**src/design/fltu_pkg.sv**
```systemverilog
package fltu_pkg;

   // Field widths fixed by the page table format.
   localparam int ADDR_W  = 52;
   localparam int VA_W    = 48;
   localparam int PPN_W   = 40;
   localparam int FLAG_W  = 12;
   localparam int IDX_W   = 9;
   localparam int ENTRY_W = 64;
   localparam int VPN_W   = 36;

   // Entry flag bits.
   localparam logic [FLAG_W-1:0] PTE_P = 12'h001;
   localparam logic [FLAG_W-1:0] PTE_W = 12'h002;
   localparam logic [FLAG_W-1:0] PTE_U = 12'h004;
   localparam logic [FLAG_W-1:0] PTE_TABLE = PTE_P | PTE_W | PTE_U;

   // Operation codes.
   localparam logic [1:0] OP_MAP   = 2'd0;
   localparam logic [1:0] OP_UNMAP = 2'd1;
   localparam logic [1:0] OP_ALLOC = 2'd2;

   // Status codes.
   localparam logic [1:0] ST_OK          = 2'd0;
   localparam logic [1:0] ST_NO_PAGES    = 2'd1;
   localparam logic [1:0] ST_NOT_PRESENT = 2'd2;
   localparam logic [1:0] ST_OUTSIDE     = 2'd3;

   typedef enum logic [2:0] {
      S_IDLE,
      S_ROOT,
      S_READ,
      S_EVAL,
      S_CLEAR,
      S_LEAF,
      S_RESP
   } fltu_state_type;

   typedef struct packed {
      logic [1:0]        op;
      logic [ADDR_W-1:0] root_addr;
      logic [VA_W-1:0]   virt_addr;
      logic [ADDR_W-1:0] phys_addr;
      logic [FLAG_W-1:0] leaf_flags;
      logic              is_active_root;
   } req_payload_type;

   typedef struct packed {
      logic [1:0]        status;
      logic [ADDR_W-1:0] new_root_addr;
      logic              flush_request;
   } rsp_payload_type;

   // Commands from the controller to the datapath.
   typedef struct packed {
      logic       capture;
      logic       root_enter;
      logic       alloc_root;
      logic       read_entry;
      logic       update_entry;
      logic       link_entry;
      logic       descend;
      logic       clear_step;
      logic       step_down;
      logic       write_leaf;
      logic       set_status;
      logic [1:0] status;
      logic       rsp_load;
   } fltu_cmd_type;

   // Status from the datapath to the controller.
   typedef struct packed {
      logic [1:0] op;
      logic       root_ok;
      logic       entry_present;
      logic       entry_ok;
      logic       pool_full;
      logic       clear_last;
      logic       level_one;
   } fltu_stat_type;

endpackage

```
**src/design/fltu_ctrl.sv**
```systemverilog
module fltu_ctrl (
   input  logic                   clock,
   input  logic                   reset,
   input  logic                   req_valid,
   output logic                   req_ready,
   output logic                   rsp_valid,
   input  logic                   rsp_ready,
   input  fltu_pkg::fltu_stat_type stat,
   output fltu_pkg::fltu_cmd_type  cmd
);
   import fltu_pkg::*;

   fltu_state_type state_ff, state_in;
   logic           rsp_valid_ff, rsp_valid_in;

   always_ff @(posedge clock) begin
      if (reset) begin
         state_ff     <= S_IDLE;
         rsp_valid_ff <= 1'b0;
      end else begin
         state_ff     <= state_in;
         rsp_valid_ff <= rsp_valid_in;
      end
   end

   // Next state.
   always_comb begin
      state_in = state_ff;
      unique case (state_ff)
         S_IDLE: begin
            if (req_valid) state_in = S_ROOT;
         end
         S_ROOT: begin
            unique case (stat.op) inside
               OP_MAP, OP_UNMAP: state_in = stat.root_ok ? S_READ : S_RESP;
               OP_ALLOC:         state_in = stat.pool_full ? S_RESP : S_CLEAR;
               default:          state_in = S_RESP;
            endcase
         end
         S_READ: state_in = S_EVAL;
         S_EVAL: begin
            if (stat.op == OP_MAP && !stat.entry_present) begin
               state_in = stat.pool_full ? S_RESP : S_CLEAR;
            end else if (!stat.entry_present || !stat.entry_ok) begin
               state_in = S_RESP;
            end else begin
               state_in = stat.level_one ? S_LEAF : S_READ;
            end
         end
         S_CLEAR: begin
            if (stat.clear_last) begin
               if (stat.op == OP_ALLOC) state_in = S_RESP;
               else state_in = stat.level_one ? S_LEAF : S_READ;
            end
         end
         S_LEAF: state_in = S_RESP;
         S_RESP: begin
            if (!rsp_valid_ff || rsp_ready) state_in = S_IDLE;
         end
         default: state_in = S_IDLE;
      endcase
   end

   // Outputs.
   always_comb begin
      cmd       = '0;
      req_ready = 1'b0;
      unique case (state_ff)
         S_IDLE: begin
            req_ready   = 1'b1;
            cmd.capture = req_valid;
         end
         S_ROOT: begin
            unique case (stat.op) inside
               OP_MAP, OP_UNMAP: begin
                  if (stat.root_ok) begin
                     cmd.root_enter = 1'b1;
                  end else begin
                     cmd.set_status = 1'b1;
                     cmd.status     = ST_OUTSIDE;
                  end
               end
               OP_ALLOC: begin
                  if (stat.pool_full) begin
                     cmd.set_status = 1'b1;
                     cmd.status     = ST_NO_PAGES;
                  end else begin
                     cmd.alloc_root = 1'b1;
                  end
               end
               default: ;
            endcase
         end
         S_READ: cmd.read_entry = 1'b1;
         S_EVAL: begin
            if (stat.op == OP_MAP && stat.entry_present) begin
               cmd.update_entry = 1'b1;
               if (stat.entry_ok) begin
                  cmd.descend = 1'b1;
               end else begin
                  cmd.set_status = 1'b1;
                  cmd.status     = ST_OUTSIDE;
               end
            end else if (stat.op == OP_MAP) begin
               if (stat.pool_full) begin
                  cmd.set_status = 1'b1;
                  cmd.status     = ST_NO_PAGES;
               end else begin
                  cmd.link_entry = 1'b1;
               end
            end else if (!stat.entry_present) begin
               cmd.set_status = 1'b1;
               cmd.status     = ST_NOT_PRESENT;
            end else if (!stat.entry_ok) begin
               cmd.set_status = 1'b1;
               cmd.status     = ST_OUTSIDE;
            end else begin
               cmd.descend = 1'b1;
            end
         end
         S_CLEAR: begin
            cmd.clear_step = 1'b1;
            cmd.step_down  = stat.clear_last && (stat.op != OP_ALLOC);
         end
         S_LEAF: cmd.write_leaf = 1'b1;
         S_RESP: cmd.rsp_load = !rsp_valid_ff || rsp_ready;
         default: ;
      endcase
   end

   always_comb begin
      rsp_valid_in = rsp_valid_ff;
      if (cmd.rsp_load) rsp_valid_in = 1'b1;
      else if (rsp_ready) rsp_valid_in = 1'b0;
   end

   assign rsp_valid = rsp_valid_ff;

   a_clear_runs: assert property (@(posedge clock) disable iff (reset)
      (state_ff == S_CLEAR) && !stat.clear_last |=> state_ff == S_CLEAR)
      else $error("page clearing sweep ended early");

   a_rsp_loaded: assert property (@(posedge clock) disable iff (reset)
      cmd.rsp_load |=> rsp_valid_ff && (state_ff == S_IDLE))
      else $error("response load did not raise valid");

   a_accept_idle: assert property (@(posedge clock) disable iff (reset)
      cmd.capture |=> state_ff == S_ROOT)
      else $error("accepted transaction did not start");

endmodule

```
**config.mk**
```make
export PLATFORM = sky130hd
export DESIGN_NAME = fltu_ctrl
export DESIGN_NICKNAME = d
export VERILOG_FILES = /design/src/design/fltu_pkg.sv /design/src/design/fltu_ctrl.sv
export SDC_FILE = /design/constraint.sdc
export NUM_CORES = 1
export LEC_CHECK = 0
export ABC_AREA = 1
export BUFFER_PORTS_ARGS = -buffer_cell sky130_fd_sc_hd__buf_2
export CAP_MARGIN = 5
export CORE_AREA = 2 2 46 48
export CTS_CLUSTER_DIAMETER = 100
export DETAILED_ROUTE_END_ITERATION = 8
export DIE_AREA = 0 0 48 50
export GPL_ROUTABILITY_DRIVEN = 1
export SLEW_MARGIN = 5
export SYNTH_ARGS = -nofsm -noshare
export SYNTH_HDL_FRONTEND = slang
export SYNTH_SLANG_ARGS = --single-unit
```
**constraint.sdc**
```tcl
create_clock -name clock -period 2.9 [get_ports clock]
set_input_delay 0.29 -clock clock [delete_from_list [all_inputs] [get_ports clock]]
set_output_delay 0.29 -clock clock [all_outputs]
set_load 0.03 [all_outputs]
```
==> results.cfg, run 1 <==
[floorplan]
rows = 16
core_mm2 = 0.00190
die-width_um = 48
die-area_mm2 = 0.00240
io_pins = 28
chipHeight_um = 50
start_util_pct = 28.0

[synth]
synth-seq-area-share_pct = 15.0
synth_most_common_cell = nand2_1
synth-seq-cells = 4
yosys-top-cells-count = nand2_1 (20), nor2_1 (18), inv_1 (13)
syn_avg_cell_area_um2 = 5.73
synth_area_leader_cell = dfxtp_1
postSynthCellCount = 93
synth_area_leaders = dfxtp_1 (15%), nand2_1 (14%), nor2_1 (13%)
ys.warnings.count = 0
synth_edf_count = 0
syn-num-nets = 105
synth_flop_cell = dfxtp_1
yosys.area.top_type_share_pct = 15.0
synth.distinct_cells = 23
synth.cell_area_um2 = 533
async_reset_ff_share_pct = 0

[drt]
vias = 642
first_pass_iters = 4
routedWlPerCell_um = 9.20
drt-initial-drc-count = 7
wl_um = 1350
post_drt_via_cell_ratio = 4.37
postRouteAntennaNets = 0
drc_errors = 0

[power_and_ir_drop]
power.leakage_nw = 0.403
power_frac_clock_pct = 12.4
powerDensity_mw_per_mm2 = 841
switching_share_pct = 58.6
pwr-share-comb_pct = 65.9
pwr-share-seq_pct = 21.7
peakVddDrop_mv = 0.353
internal_power_uw = 242
p_switching_uw = 342

[worst_setup_path]
cp_slowest_cell = dfxtp_1
critPathLaunchType = flop
r2r_end = state_ff[1]$_SDFFE_PP0P_
endpoint_kind = output pin
cp.arrival_ps = 1510
crit_chain = nand2_1 -> nor2_1 -> o21ai_0 -> o21ai_0 -> buf_2
r2r_slack_ps = 1550
max_stage_delay_ps = 560
path_buf_inv = 1
reg2reg_depth = 7
path_common_cell = o21ai_0
cp_top_family = flip-flops
critical_path_class = flop to output pin
regToRegStartpoint = state_ff[2]$_SDFFE_PP0P_
crit_required_ps = 2610
crit_path_max_fanout = 10

[clock_tree]
clkLatencyLatePin_ps = 240
post_cts_buffers = 0
htreeDepth = 1
clock-sinks = 4
path_clk_slew_ps = 40
cts_resized = 0
cts-hold-fix-buffers = 0
cts_root_buffer = clkbuf_4
cts_tree = built
cts.path.max_buffers = 2
numCtsBuffers = 3

[timing]
post-route-period-util_pct = 62.0
worst_pin_slew_ps = 464
rsz0062_at_grt = false
drv_slew = 0
finalHoldViolCount = 0
period_minus_slack_ps = 1800
setup-violations-final = 0
fin_worst_skew_ps = 1.47
max_freq_mhz = 557
final.setup.tns_ps = 0
slew_headroom_pct = 69.0

[outcome]
outcome = finished, final reports clean

[min_path]
hold_class = input port to flop
min_from = reset
hold_depth = 2
whs_endpoint = state_ff[1]$_SDFFE_PP0P_

[global_routing]
overflow = 0
grt_max_degree = 11
grt.total_usage_pct = 12.6
grt_pass1_wl_um = 2230
antenna_found_initial = 0
grt_pass1_vias = 558

[cells_and_area]
final_nets = 134
fill_cells = 216
area_delta_synth_final_pct = 30.3
antenna_cells = 0
post_route_cells_drive_above_1_share_pct = 39.2
final_util_pct = 36.5

[placement]
dpl.hpwl_um = 1110
finalWeightedCongestion = 0.790
numPortBuffers = 27

[run]
cap_violations = 0
==> how the worst max path moves through the flow <==
stage / depth (start not counted) / endpoint / from / slack, ps
floorplan: 4 / cmd[5] / state_ff[0]$_SDFFE_PP0P_ / 1080
global placement: 5 / cmd[1] / state_ff[0]$_SDFFE_PP0P_ / 1400
detailed placement: 5 / cmd[1] / state_ff[0]$_SDFFE_PP0P_ / 1350
CTS: 5 / cmd[1] / state_ff[0]$_SDFFE_PP0P_ / 1090
global route: 5 / cmd[1] / state_ff[0]$_SDFFE_PP0P_ / 940
finish: 5 / cmd[1] / state_ff[0]$_SDFFE_PP0P_ / 1100
==> layer usage <==
| metal | GRT usage (%) | vias to the layer above | routed length, µm |
|---|---|---|---|
| met5 | 0 | - | 0 |
| met4 | 6.76 | 0 | 0 |
| met3 | 1.83 | 0 | 77 |
| met2 | 19.1 | 25 | 620 |
| met1 | 16.4 | 268 | 654 |
| li1 | - | 349 | - |
==> cell type report <==
type | instances | area (µm²) | share of cell area [%]
clock buffers | 3 | 22.5 | 3.24
inverters | 17 | 66.3 | 9.55
multi-input cells | 69 | 357 | 51.4
flip-flops and latches | 4 | 80.1 | 11.5
well taps | 27 | 33.8 | 4.86
repair buffers | 27 | 135 | 19.5
==> sequential cells by signal (all words and copies together) (netlist names) <==
signal,cells
state_ff,3
rsp_valid,1
==> worst reg2reg max path, stage by stage (launching register included) <==
cell and delay [ps]:
dfxtp_1 600, inv_4 110, nand3_1 160, nor2_1 60
nor2_1 120, nand3_1 90, nand2_1 80, a21oi_2 50
==> cells in the final DEF, fill, tap and decap left out, drive strengths merged <==
| cell | synthesis | routed |
|---|---|---|
| inv | 17 | 17 |
| dfxtp | 4 | 4 |
| clkbuf | 0 | 3 |
| nor4 | 1 | 1 |
| nor2 | 22 | 22 |
| o21ai | 5 | 5 |
| nand2 | 23 | 23 |
| nand3 | 9 | 9 |
| o22ai | 1 | 1 |
| nor3 | 3 | 3 |
| nand4 | 1 | 1 |
| a21oi | 4 | 4 |
| buf | 3 | 27 |
==> power by group through the flow <==
| stage | logic (mW) | registers (mW) | clock network [mW] |
|---|---|---|---|
| 2_1_floorplan | 0.352 | 0.0897 | 0 |
| 3_3_place_gp | 0.383 | 0.126 | 0 |
| 3_5_place_dp | 0.384 | 0.126 | 0 |
| 4_1_cts | 0.386 | 0.125 | 0.0762 |
| 5_1_grt | 0.429 | 0.130 | 0.0817 |
| 6_report | 0.385 | 0.127 | 0.0722 |
==> cells by family after synthesis <==
logic type,synth area share (%)
AOI/OAI and AO/OA,10.3
buffers and inverters,18.1
and+or+nand+nor,56.6
DFF,15.0
==> metrics by stage <==
step | cells | setup WS (ps) | instance area [µm²] | hold WS (ps) | power [mW]
6_report | 147 | 1100 | 694 | 258 | 0.584
5_1_grt | 147 | 937 | 694 | 246 | 0.642
4_1_cts | 147 | 1090 | 694 | 247 | 0.587
3_5_place_dp | 144 | 1350 | 672 | 503 | 0.510
3_3_place_gp | 144 | 1400 | 672 | 501 | 0.508
2_1_floorplan | 93 | 1080 | 533 | 352 | 0.442
No activity file was read; power rests on OpenSTA's default activity.
==> run 2: changes to the inputs <==
==> constraint.sdc (replaced) <==
create_clock -name clock -period 1.65 [get_ports clock]
set_input_delay 0.165 -clock clock [delete_from_list [all_inputs] [get_ports clock]]
set_output_delay 0.165 -clock clock [all_outputs]
set_load 0.03 [all_outputs]
==> run 2 against run 1 <==
Via count up 2.2%. Critical path type unchanged. Die area unchanged. Non-clock buffer count unchanged. Utilization up 0.53 points. Highest routed layer is now met4.
==> results.cfg, run 2 (synthesis gave the netlist of run 1 again) <==
[cells_and_area]
antenna_cells = 0
top_register = state_ff
seqCellArea_um2 = 83.8
post_route_cells_drive_above_1_share_pct = 42.5
fill_cells = 204
multi_input_area_um2 = 363
final_nets = 134
layout_common_cells = buf_2 (27), nand2_1 (20), nor2_1 (18), inv_1 (13), nand3_1 (5)
area_delta_synth_final_pct = 32.2
mostFrequentLayoutCell = buf_2
largest_register_ffs = 3

[clock_tree]
post_cts_buffers = 0
htreeDepth = 1
path_clk_slew_ps = 40
cts_tree = built
cts_root_buffer = clkbuf_4
cts.path.max_buffers = 2
clkLatencyLatePin_ps = 230
clock-sinks = 4
numCtsBuffers = 3

[floorplan]
die-area_mm2 = 0.00240
chipHeight_um = 50
die-width_um = 48
start_util_pct = 28.0
rows = 16
io_pins = 28
core_mm2 = 0.00190

[drt]
vias = 656
first_pass_iters = 3
drt-initial-drc-count = 8
wl_um = 1330
post_drt_via_cell_ratio = 4.46
postRouteAntennaNets = 0
drc_errors = 0
routedWlPerCell_um = 9.07

[worst_setup_path]
cp_top_family = flip-flops
critical_path_class = flop to output pin
crit_path_max_fanout = 10
crit_chain = nand2_1 -> nor2_1 -> o21ai_0 -> o21ai_0 -> buf_2
path_buf_inv = 1
crit_required_ps = 1480
endpoint_kind = output pin
path_common_cell = o21ai_0
max_stage_delay_ps = 440
cp.arrival_ps = 1370
critPathLaunchType = flop
cp_slowest_cell = dfxtp_2

[power_and_ir_drop]
power_frac_clock_pct = 11.6
internal_power_uw = 434
pwr-share-seq_pct = 21.9
power.leakage_nw = 0.404
pwr-share-comb_pct = 66.5
switching_share_pct = 57.9
powerDensity_mw_per_mm2 = 1460
peakVddDrop_mv = 0.576
p_switching_uw = 596

[outcome]
outcome = finished, final reports clean

[min_path]
hold_class = input port to flop

[global_routing]
grt.total_usage_pct = 12.6
antenna_found_initial = 0
overflow = 0
grt_pass1_vias = 597
grt_pass1_wl_um = 2240
grt_max_degree = 11

[timing]
worst_pin_slew_ps = 327
max_freq_mhz = 653
rsz0062_at_grt = false
fin_worst_skew_ps = 3.84
setup-violations-final = 0
post-route-period-util_pct = 92.8
slew_headroom_pct = 78.1
drv_slew = 0
period_minus_slack_ps = 1530
final.setup.tns_ps = 0
finalHoldViolCount = 0
whs_ps = 129

[run]
cap_violations = 0

[placement]
finalWeightedCongestion = 0.772
dpl.hpwl_um = 1090
numPortBuffers = 27
==> run 2: final cells by class <==
class / instances / share of cell area (%)
clock buffer: 3 / 3.20
inverter: 17 / 9.41
multi-input combinational: 69 / 51.5
sequential: 4 / 11.9
tap: 27 / 4.80
timing repair buffer: 27 / 19.2
==> run 2: timing repair <==
action                                  in CTS  in global routing
pin swaps                                    0                  0
resized for setup                            1                  2
hold buffers                                 0                  0
endpoints found under the hold margin        0                  0
endpoints found under the setup margin       1                  3
==> run 2: power groups by stage <==
stage                     Sequential [mW]  Clock (mW)  Combinational, mW
after floorplan                     0.158           0              0.625
after global placement              0.221           0              0.681
after detailed placement            0.217           0              0.684
after CTS                           0.221       0.128              0.688
after global routing                0.237       0.139              0.750
final                               0.226       0.119              0.685
==> run 2: path summary, 6_finish.rpt <==
| path | to | start | slack [ps] | cells past startpoint |
|---|---|---|---|---|
| setup / recovery | cmd[1] | state_ff[0]$_SDFFE_PP0P_ | 120 | 5 |
| setup reg to reg | state_ff[1]$_SDFFE_PP0P_ | state_ff[2]$_SDFFE_PP0P_ | 480 | 7 |
| hold reg to reg | state_ff[1]$_SDFFE_PP0P_ | rsp_valid$_SDFFE_PP0P_ | 600 | 4 |
| hold / removal | state_ff[1]$_SDFFE_PP0P_ | reset | 130 | 2 |
==> run 2: stage by stage <==
stage	worst slack (ps)	instances	power, mW	util [%]	area (µm²)
floorplan	85.9	93	0.782	-	539
global placement	274	144	0.902	35.7	678
detailed placement	252	144	0.902	35.7	678
CTS	63.2	147	1.04	36.9	702
global route	28.5	147	1.13	37.0	704
finish	119	147	1.03	37.0	704
==> run 2: layer usage <==
| layer | GRT usage (%) | part of all wire (%) |
|---|---|---|
| met3 | 4.40 | 7.8 |
| met4 | 3.60 | 1.3 |
| met2 | 19.6 | 45 |
| met5 | 0 | 0 |
| met1 | 16.0 | 46 |
